==> config.mk <==
export PLATFORM = sky130hd
export DESIGN_NAME = packed_code_dot_product
export DESIGN_NICKNAME = d
export VERILOG_FILES = /design/src/hdl/pcdp_pkg.sv /design/src/hdl/pcdp_lane.sv /design/src/hdl/pcdp_merge.sv /design/src/hdl/packed_code_dot_product.sv
export SDC_FILE = /design/constraint.sdc
export NUM_CORES = 2
export LEC_CHECK = 0
export BUFFER_PORTS_ARGS = -buffer_cell sky130_fd_sc_hd__buf_2
export CAP_MARGIN = 15
export CORE_UTILIZATION = 50
export DETAILED_ROUTE_END_ITERATION = 16
export GPL_ROUTABILITY_DRIVEN = 0
export PLACE_DENSITY = 0.67
export SETUP_SLACK_MARGIN = 0.15
export SKIP_LAST_GASP = 1
export SLEW_MARGIN = 20
export SYNTH_ARGS = -nofsm -noshare
export SYNTH_HDL_FRONTEND = slang
export SYNTH_SLANG_ARGS = --single-unit
==> constraint.sdc <==
create_clock -name clk -period 12.6 [get_ports clk]
set_input_delay 0 -clock clk [delete_from_list [all_inputs] [get_ports clk]]
set_output_delay 0 -clock clk [all_outputs]
set_load 0.05 [all_outputs]
==> src/hdl/pcdp_pkg.sv <==
// Shared constants, types and helpers for the packed code dot product.
// Used by the byte lanes, the merge stage and the top level.
`default_nettype none

package pcdp_pkg;

  localparam int LANES = 8;
  localparam int BYTE_W = 8;
  localparam int WORD_W = LANES * BYTE_W;
  localparam int VCNT_W = 4;
  localparam int EWID_W = 4;
  localparam int PROD_W = 2 * BYTE_W;
  localparam int SUM_W = PROD_W + $clog2(LANES);
  localparam int ACC_W = 32;
  localparam int IN_TDATA_W = ((2 * WORD_W + VCNT_W + 7) / 8) * 8;

  // Internal element mode, decoded from the element_width register.
  localparam logic [1:0] MODE_W8 = 2'd0;
  localparam logic [1:0] MODE_W4 = 2'd1;
  localparam logic [1:0] MODE_W1 = 2'd2;
  localparam logic [1:0] MODE_W2 = 2'd3;

  typedef logic [LANES-1:0][PROD_W-1:0] prod_vec_t;

  typedef struct packed {
    logic       load;
    logic [1:0] mode;
  } lane_ctrl_t;

  function automatic logic [1:0] decode_width(input logic [EWID_W-1:0] w);
    logic [1:0] m;
    case (w)
      4'd8:    m = MODE_W8;
      4'd4:    m = MODE_W4;
      4'd1:    m = MODE_W1;
      default: m = MODE_W2;
    endcase
    return m;
  endfunction

endpackage

`default_nettype wire

==> src/hdl/pcdp_lane.sv <==
// One byte lane: product of two code bytes for the configured element width.
// Depends on pcdp_pkg; the result is held in a lane register.
`default_nettype none

module pcdp_lane
  import pcdp_pkg::*;
(
  input  wire logic              clk,
  input  wire lane_ctrl_t        ctrl,
  input  wire logic [BYTE_W-1:0] x,
  input  wire logic [BYTE_W-1:0] y,
  output logic      [PROD_W-1:0] prod
);

  logic [PROD_W-1:0] prod_r;
  logic [PROD_W-1:0] prod_nxt;
  logic [PROD_W-1:0] w8_prod;
  logic [PROD_W-1:0] w4_prod;
  logic [PROD_W-1:0] w1_prod;
  logic [PROD_W-1:0] w2_prod;

  assign w8_prod = x * y;
  assign w4_prod = PROD_W'(x[3:0] * y[3:0]) + PROD_W'(x[7:4] * y[7:4]);
  assign w1_prod = PROD_W'($countones(x & y));

  // Four 2-bit elements per byte.
  always_comb begin
    w2_prod = '0;
    for (int k = 0; k < BYTE_W / 2; k++) begin
      w2_prod = w2_prod + PROD_W'(x[2*k +: 2] * y[2*k +: 2]);
    end
  end

  always_comb begin
    case (ctrl.mode)
      MODE_W8: prod_nxt = w8_prod;
      MODE_W4: prod_nxt = w4_prod;
      MODE_W1: prod_nxt = w1_prod;
      default: prod_nxt = w2_prod;
    endcase
  end

  always_ff @(posedge clk) begin
    if (ctrl.load) begin
      prod_r <= prod_nxt;
    end
  end

  assign prod = prod_r;

endmodule

`default_nettype wire

==> src/hdl/pcdp_merge.sv <==
// Merge stage: adds the lane products of one word into a registered sum.
// Depends on pcdp_pkg.
`default_nettype none

module pcdp_merge
  import pcdp_pkg::*;
(
  input  wire logic             clk,
  input  wire logic             load,
  input  wire prod_vec_t        prods,
  output logic      [SUM_W-1:0] sum
);

  logic [SUM_W-1:0] sum_r;
  logic [SUM_W-1:0] sum_nxt;

  always_comb begin
    sum_nxt = '0;
    for (int i = 0; i < LANES; i++) begin
      sum_nxt = sum_nxt + SUM_W'(prods[i]);
    end
  end

  always_ff @(posedge clk) begin
    if (load) begin
      sum_r <= sum_nxt;
    end
  end

  assign sum = sum_r;

endmodule

`default_nettype wire

==> src/hdl/packed_code_dot_product.sv <==
// Top level of the packed code dot product: input stage, byte lanes,
// merge stage and accumulator. Depends on pcdp_pkg, pcdp_lane, pcdp_merge.
//
//  channel | direction | handshake                    | contents
//  in_     | slave     | in_tvalid / in_tready        | two code words, valid count, tlast
//  out_    | master    | out_tvalid / out_tready      | 32-bit dot product
//  cfg_    | slave     | cfg_valid / cfg_ready        | element width
//
// One word is accepted per cycle unless in_tready is low. The last word of a vector
// passes the input register, the lane multiplier stage and the merge adder stage;
// the accumulator add then writes its sum into the output register on the push.
// Reset clears all stage valids, the running sum and sets the width to 8.
// A stalled output holds only words that end a vector; other words keep flowing
// into the running sum until the next last word reaches the merge stage, after
// which three words wait in the pipeline and in_tready drops.
`default_nettype none

module packed_code_dot_product
  import pcdp_pkg::*;
(
  input  wire logic                  clk,
  input  wire logic                  rst_n,
  input  wire logic                  in_tvalid,
  output logic                       in_tready,
  // first_word [63:0], second_word [127:64], valid_bytes [131:128], zeros above
  input  wire logic [IN_TDATA_W-1:0] in_tdata,
  input  wire logic                  in_tlast,
  output logic                       out_tvalid,
  input  wire logic                  out_tready,
  // dot_product [31:0]
  output logic      [ACC_W-1:0]      out_tdata,
  input  wire logic                  cfg_valid,
  output logic                       cfg_ready,
  input  wire logic [EWID_W-1:0]     cfg_data
);

  logic [1:0]        mode_r;
  logic              s1_vld_r, s2_vld_r, s3_vld_r;
  logic              s1_last_r, s2_last_r, s3_last_r;
  logic [WORD_W-1:0] s1_a_r, s1_b_r;
  logic [WORD_W-1:0] keep;
  logic [VCNT_W-1:0] vcnt;
  logic [ACC_W-1:0]  acc_r, acc_nxt;
  logic              out_vld_r;
  logic [ACC_W-1:0]  out_data_r;
  logic              in_acc, s3_go, s3_free, s2_free, s1_free;
  logic              s2_load, s3_load, push, pop;
  lane_ctrl_t        lane_ctrl;
  prod_vec_t         prods;
  logic [SUM_W-1:0]  merge_sum;

  assign cfg_ready = 1'b1;

  assign vcnt = in_tdata[2*WORD_W +: VCNT_W];

  // A byte counts when its index is below the valid count (counts above 8 saturate).
  always_comb begin
    for (int i = 0; i < LANES; i++) begin
      keep[i*BYTE_W +: BYTE_W] = {BYTE_W{(VCNT_W'(i) < vcnt)}};
    end
  end

  assign s3_go   = s3_vld_r && (!s3_last_r || !out_vld_r || out_tready);
  assign s3_free = !s3_vld_r || s3_go;
  assign s2_free = !s2_vld_r || s3_free;
  assign s1_free = !s1_vld_r || s2_free;
  assign s2_load = s1_vld_r && s2_free;
  assign s3_load = s2_vld_r && s3_free;
  assign in_tready = s1_free;
  assign in_acc  = in_tvalid && s1_free;
  assign push    = s3_go && s3_last_r;
  assign pop     = out_vld_r && out_tready;

  assign acc_nxt = acc_r + ACC_W'(merge_sum);

  always_ff @(posedge clk) begin
    if (!rst_n) begin
      mode_r    <= MODE_W8;
      s1_vld_r  <= 1'b0;
      s2_vld_r  <= 1'b0;
      s3_vld_r  <= 1'b0;
      out_vld_r <= 1'b0;
      acc_r     <= '0;
    end else begin
      if (cfg_valid) begin
        mode_r <= decode_width(cfg_data);
      end
      s1_vld_r  <= in_acc || (s1_vld_r && !s2_free);
      s2_vld_r  <= s2_load || (s2_vld_r && !s3_free);
      s3_vld_r  <= s3_load || (s3_vld_r && !s3_go);
      out_vld_r <= push || (out_vld_r && !pop);
      if (s3_go) begin
        acc_r <= s3_last_r ? '0 : acc_nxt;
      end
    end
  end

  always_ff @(posedge clk) begin
    if (in_acc) begin
      s1_a_r    <= in_tdata[0 +: WORD_W] & keep;
      s1_b_r    <= in_tdata[WORD_W +: WORD_W] & keep;
      s1_last_r <= in_tlast;
    end
    if (s2_load) begin
      s2_last_r <= s1_last_r;
    end
    if (s3_load) begin
      s3_last_r <= s2_last_r;
    end
    if (push) begin
      out_data_r <= acc_nxt;
    end
  end

  assign lane_ctrl.load = s2_load;
  assign lane_ctrl.mode = mode_r;

  for (genvar g = 0; g < LANES; g++) begin : g_lane
    pcdp_lane u_lane (
      .clk  (clk),
      .ctrl (lane_ctrl),
      .x    (s1_a_r[g*BYTE_W +: BYTE_W]),
      .y    (s1_b_r[g*BYTE_W +: BYTE_W]),
      .prod (prods[g])
    );
  end

  pcdp_merge u_merge (
    .clk   (clk),
    .load  (s3_load),
    .prods (prods),
    .sum   (merge_sum)
  );

  assign out_tvalid = out_vld_r;
  assign out_tdata  = out_data_r;

endmodule

`default_nettype wire

After elaboration in Yosys (flattened, before gate mapping)
Index checks and enable logic that the tools add are counted.

$add $sub $neg: 96. $mul: 56. Magnitude comparators: 8. Equal/unequal tests: 5. Muxes and demuxes: 10. Bitwise gates (word level): 10. Reduce and logical (&&, ||, !) cells: 29.

Operators by type and width (number): $add A16 B16 Y16 (24); $pmux W16 S3 (8); $add A16 B4 Y16 (16); $and A64 B64 Y64 (2); $mul A2 B2 Y4 (32); $mul A4 B4 Y8 (16); $mul A8 B8 Y16 (8); $add A19 B16 Y19 (6); $add A8 B8 Y9 (8); $add A1 B1 Y2 (32); $and A8 B8 Y8 (8); $add A4 B4 Y5 (8); $add A32 B19 Y32 (1); $mux W32 (1); $add A16 B16 Y17 (1); $lt A3 B4 Y1 const A (4); $logic_and A1 B1 Y1 (10); $logic_not A1 Y1 (9); $logic_or A1 B1 Y1 (9); $lt A1 B4 Y1 const A (2); $lt A2 B4 Y1 const A (2); $pmux W2 S3 (1); $eq A4 B1 Y1 const B (1); $eq A4 B3 Y1 const B (1); 4 further kinds (4).

Register bits: 348. Output and inout bits: 35. Logic and storage cells: 235.

Logic depth before layout (Yosys ltp)
Word-level depth: 9. Depth in mapped cells: 24. Gate-level depth less buffers: 24.

Modules after synthesis
Synthesis repeated with hierarchy kept, for this count alone.

Cells, all modules: 4624. Area total of the unflattened synthesis: 46392.0 µm².

Modules (own cells, without submodules): pcdp_lane at g_lane[0].u_lane ... (instances 5, cells an instance 458, area an instance 4276.6 µm², sequential area each 480.5 µm²); packed_code_dot_product (instances 1, cells an instance 656, area an instance 8693.3 µm², sequential area each 5655.4 µm²); pcdp_lane at g_lane[5].u_lane (instances 1, cells an instance 433, area an instance 4157.7 µm², sequential area each 480.5 µm²); pcdp_lane at g_lane[6].u_lane (instances 1, cells an instance 423, area an instance 4137.7 µm², sequential area each 480.5 µm²); pcdp_lane at g_lane[7].u_lane (instances 1, cells an instance 413, area an instance 4051.4 µm², sequential area each 480.5 µm²); pcdp_merge (instances 1, cells an instance 409, area an instance 3968.8 µm², sequential area each 570.5 µm²).

Worst setup path before layout
OpenSTA, ideal clock, no wires.

Path type: reg-to-reg. From: register out_vld_r (netlist: out_tvalid). To: register g_lane[0].u_lane.prod_r[0] (enable). Arrival: 10.081 ns. Path slack: 1.705 ns. Stages on the path, launching flop included: 4. Clock period less this slack: 10.895 ns. Cells stage by stage: dfxtp_1 > nand2b_1 > nor2_1 > a21boi_0.

RTL lines: from (decl) (line packed_code_dot_product.sv:44) `logic out_vld_r;`; from (signal assigned) (line packed_code_dot_product.sv:91) `out_vld_r <= push || (out_vld_r && !pop);`; to (signal assigned) (line pcdp_lane.sv:45) `prod_r <= prod_nxt;`; to (decl) (line pcdp_lane.sv:15) `logic [PROD_W-1:0] prod_r;`.

Final worst setup path
From: register g_lane[0].u_lane.prod_r[0]. To: register u_merge.sum_r[18] (netlist: u_merge.sum[18]), data pin.

Cells in the longest elaborated chain, start to end: 7.

RTL lines: $add A16 B16 Y17 (line pcdp_merge.sv:20) `sum_nxt = sum_nxt + SUM_W'(prods[i]);`; $add A19 B16 Y19 (6 in a row) (line pcdp_merge.sv:20); via u_merge.sum_nxt[18] (line pcdp_merge.sv:15) `logic [SUM_W-1:0] sum_nxt;`; to (signal assigned) (line pcdp_merge.sv:26) `sum_r <= sum_nxt;`; to (decl) (line pcdp_merge.sv:14) `logic [SUM_W-1:0] sum_r;`.

The timed path passes the listed nets, and every way through them passes these cells. A chain may end at the register's enable or synchronous reset.

==> flow_metrics.py <==
metrics = {
    "clock_tree": {
        "h-tree-depth": 2,
        "cts_tree": "done",
        "clk_latency_ns": 0.60,
        "clockBufferDepth": 3,
        "cts_sinks": 348,
        "cts_resized": 0,
        "numCtsBuffers": 43,
        "cts-root-buf": "clkbuf_16",
        "path_clk_slew_ns": 0.06,
        "cts_setup_buffers": 0,
        "holdBufCountCts": 155,
    },
    "place": {
        "place_area_um2": 47200,
        "preCtsSetupSlack_ns": 6.76,
        "portBuffers": 175,
        "dp_cells": 5655,
        "dp_hpwl_um": 83400,
    },
    "final_layout": {
        "fin_util": 0.565,
        "final_common_cell": "inv_1",
        "final_cell_mix": "inv_1 (954), ha_1 (666), fa_1 (600)",
        "fin_area_um2": 50200,
        "fill_cells": 7626,
        "area_growth_pct": 11.3,
        "drive_above_1_share": 0.0665,
        "fin_cells": 5887,
        "nets": 6102,
        "diodes": 0,
    },
    "timing": {
        "fmax_mhz": 169,
        "period_share": 0.470,
        "hold_violations": 0,
        "setup_violations": 0,
        "hold_ws_ns": 0.0197,
        "rsz0062_at_grt": "no",
        "fin_worst_skew_ns": 0.0112,
        "worst_slack_ns": 6.67,
        "relSlewSlack": 0.307,
        "tns_ns": 0,
        "drv_slew": 0,
        "period_needed_ns": 5.93,
        "tightest_slew_ns": 1.04,
    },
    "grt": {
        "use_met2": 0.413,
        "met3_usage": 0.0229,
        "first_global_vias": 32000,
        "met1_usage": 0.302,
        "grt_first_pass_wirelength_um": 167000,
        "gr-total-overflow": 0,
        "grtUsageTotal": 0.233,
        "grt_max_degree": 83,
        "antenna_found_initial": 1,
        "top_usage_layer": "met2",
    },
    "setup_path": {
        "crit_type": "flip-flop to flip-flop",
        "crit_top_cell": "fa_1",
        "crit_chain": "ha_1 -> inv_1 -> fa_1 -> nor2b_1 -> o21ai_0 -> a21boi_1 -> nor4_1 -> o31a_1 -> a21oi_1 -> a31oi_1 -> xnor2_1 -> fa_1 -> inv_1 -> fa_1 -> fa_1 -> fa_1 -> inv_1 -> ha_1 -> nand3_1 -> a211oi_1 -> o22ai_1 -> xnor2_1",
        "startpoint": "g_lane[0].u_lane.prod[0]",
        "cp.arrival_ns": 6.29,
        "crit_slowest_cell": "fa_1",
        "crit_required_ns": 12.96,
        "cp_slowest_stage_delay_ns": 0.52,
        "critPathCaptureType": "flip-flop",
        "start_kind": "flip-flop",
        "reg2reg_from": "g_lane[0].u_lane.prod[0]",
        "worstPathMaxFanout": 4,
    },
    "synthesis": {
        "synth-edff-count": 310,
        "syn_nets": 5791,
        "yosysSeqAreaShare": 0.223,
        "ys_ff_latch": 348,
        "ys_warn_count": 0,
        "synthCells": 4379,
        "synth.avg_cell_area_um2": 10.3,
        "synth-async-reset-ratio": 0,
        "ys.flop_type": "edfxtp_1",
        "synth.distinct_cells": 74,
        "syn_area_um2": 45100,
    },
    "worst_hold_path": {
        "holdCritStartpoint": "in_tdata[131]",
        "hp-class": "primary input to flip-flop",
    },
    "die": {
        "core-area_um2": 88800,
        "fp.dieH_um": 302,
        "row_count": 109,
        "ios": 181,
        "start_util": 0.508,
        "die_x_um": 302,
        "die_area_um2": 91300,
    },
    "power_and_ir_drop": {
        "ir_drop_v": 0.000845,
        "p_leak_nw": 25.7,
        "powerDensity_nw_per_um2": 274,
        "power_mw": 13.8,
    },
    "drt": {
        "viasPerCell": 5.13,
        "drt_iter0_markers": 1548,
        "wl_um": 101000,
        "vias": 30200,
        "first_pass_iters": 6,
        "post-route-drc-count": 0,
        "wl_per_cell_um": 17.2,
        "antenna_left": 0,
    },
    "run": {
        "maxCapViolCount": 0,
    },
    "status": {
        "status": "completed",
    },
}
area by class of cell:
cell class / count / area, µm² / area share
inverter: 954 / 3580 / 0.0714
multi-input combinational: 3001 / 31200 / 0.621
tap: 1165 / 1460 / 0.0291
sequential: 348 / 10100 / 0.201
clock buffer: 57 / 1220 / 0.0244
clock inverter: 20 / 148 / 0.00294
timing repair buffer: 342 / 2520 / 0.0502
sequential cells by signal, summed over array words and instances, names as in the netlist, 2 cells and up:
register and cells:
out_tdata 32, s1_a_r 64, g_lane.u_lane.prod 128, u_merge.sum 19
acc_r 32, mode_r 2, s1_b_r 64
critical path, delay by kind of cell, from the launching register on:
| kind | cells | cell delay (ns) |
|---|---|---|
| adders and majority gates | 7 | 2.92 |
| AOI/OAI and AO/OA | 7 | 1.60 |
| and+or+nand+nor | 3 | 0.36 |
| DFF | 1 | 0.33 |
| xor gates and xnor gates | 2 | 0.32 |
| buffers and inverters | 3 | 0.15 |
cell usage after synthesis (13+ instances only):
library cell  number  share of area
dfxtp_1           38          0.017
mux4_2            32          0.016
nor2_1           145          0.012
fa_1             600           0.27
a21oi_1          146          0.016
xor2_1            91          0.018
and2_1           261          0.036
a21o_1           102          0.017
a31oi_1           13         0.0018
inv_1            954          0.079
nor3_1            13         0.0014
o21ai_1           16         0.0018
or3_1             13         0.0018
o21bai_1          22         0.0037
nor2b_1           99          0.014
xnor2_1          118          0.023
clkbuf_1          64         0.0053
ha_1             666           0.18
mux2i_1           16         0.0036
nand2b_1          22         0.0031
o21ai_0           63         0.0070
o21a_1            24         0.0040
edfxtp_1         310           0.21
nand2_1          397          0.033
cells by family after synthesis:
kind of cell	after synthesis	synth area share
mux	48	0.0195
fa+ha+maj	1266	0.451
simple gates	987	0.107
flops	348	0.223
compound gates	490	0.0717
other cells	1	0.0000832
xor+xnor	209	0.0406
buf+inv	1030	0.0863
layer usage:
layer	vias to the layer above	routed length, µm
met5	-	0
met4	0	2600
met3	137	3720
met2	572	50800
met1	14900	44000
li1	14600	-
worst paths after layout:
path | endpoint | slack [ns] | cells after the start
setup reg to reg | u_merge.sum[18] | 6.67 | 22
hold / removal | s1_a_r[57] | 0.02 | 2
hold reg to reg | s3_last_r | 0.42 | 0
setup / recovery | u_merge.sum[18] | 6.67 | 22
report_power, final:
group | leakage, nW | internal [mW] | switching [mW] | total, mW
combinational | 21.8 | 4.59 | 5.82 | 10.4
sequential | 3.27 | 1.94 | 0.186 | 2.13
clock | 0.676 | 0.705 | 0.510 | 1.21
total | 25.7 | 7.23 | 6.52 | 13.8
Power figures use the tool's default switching activity.
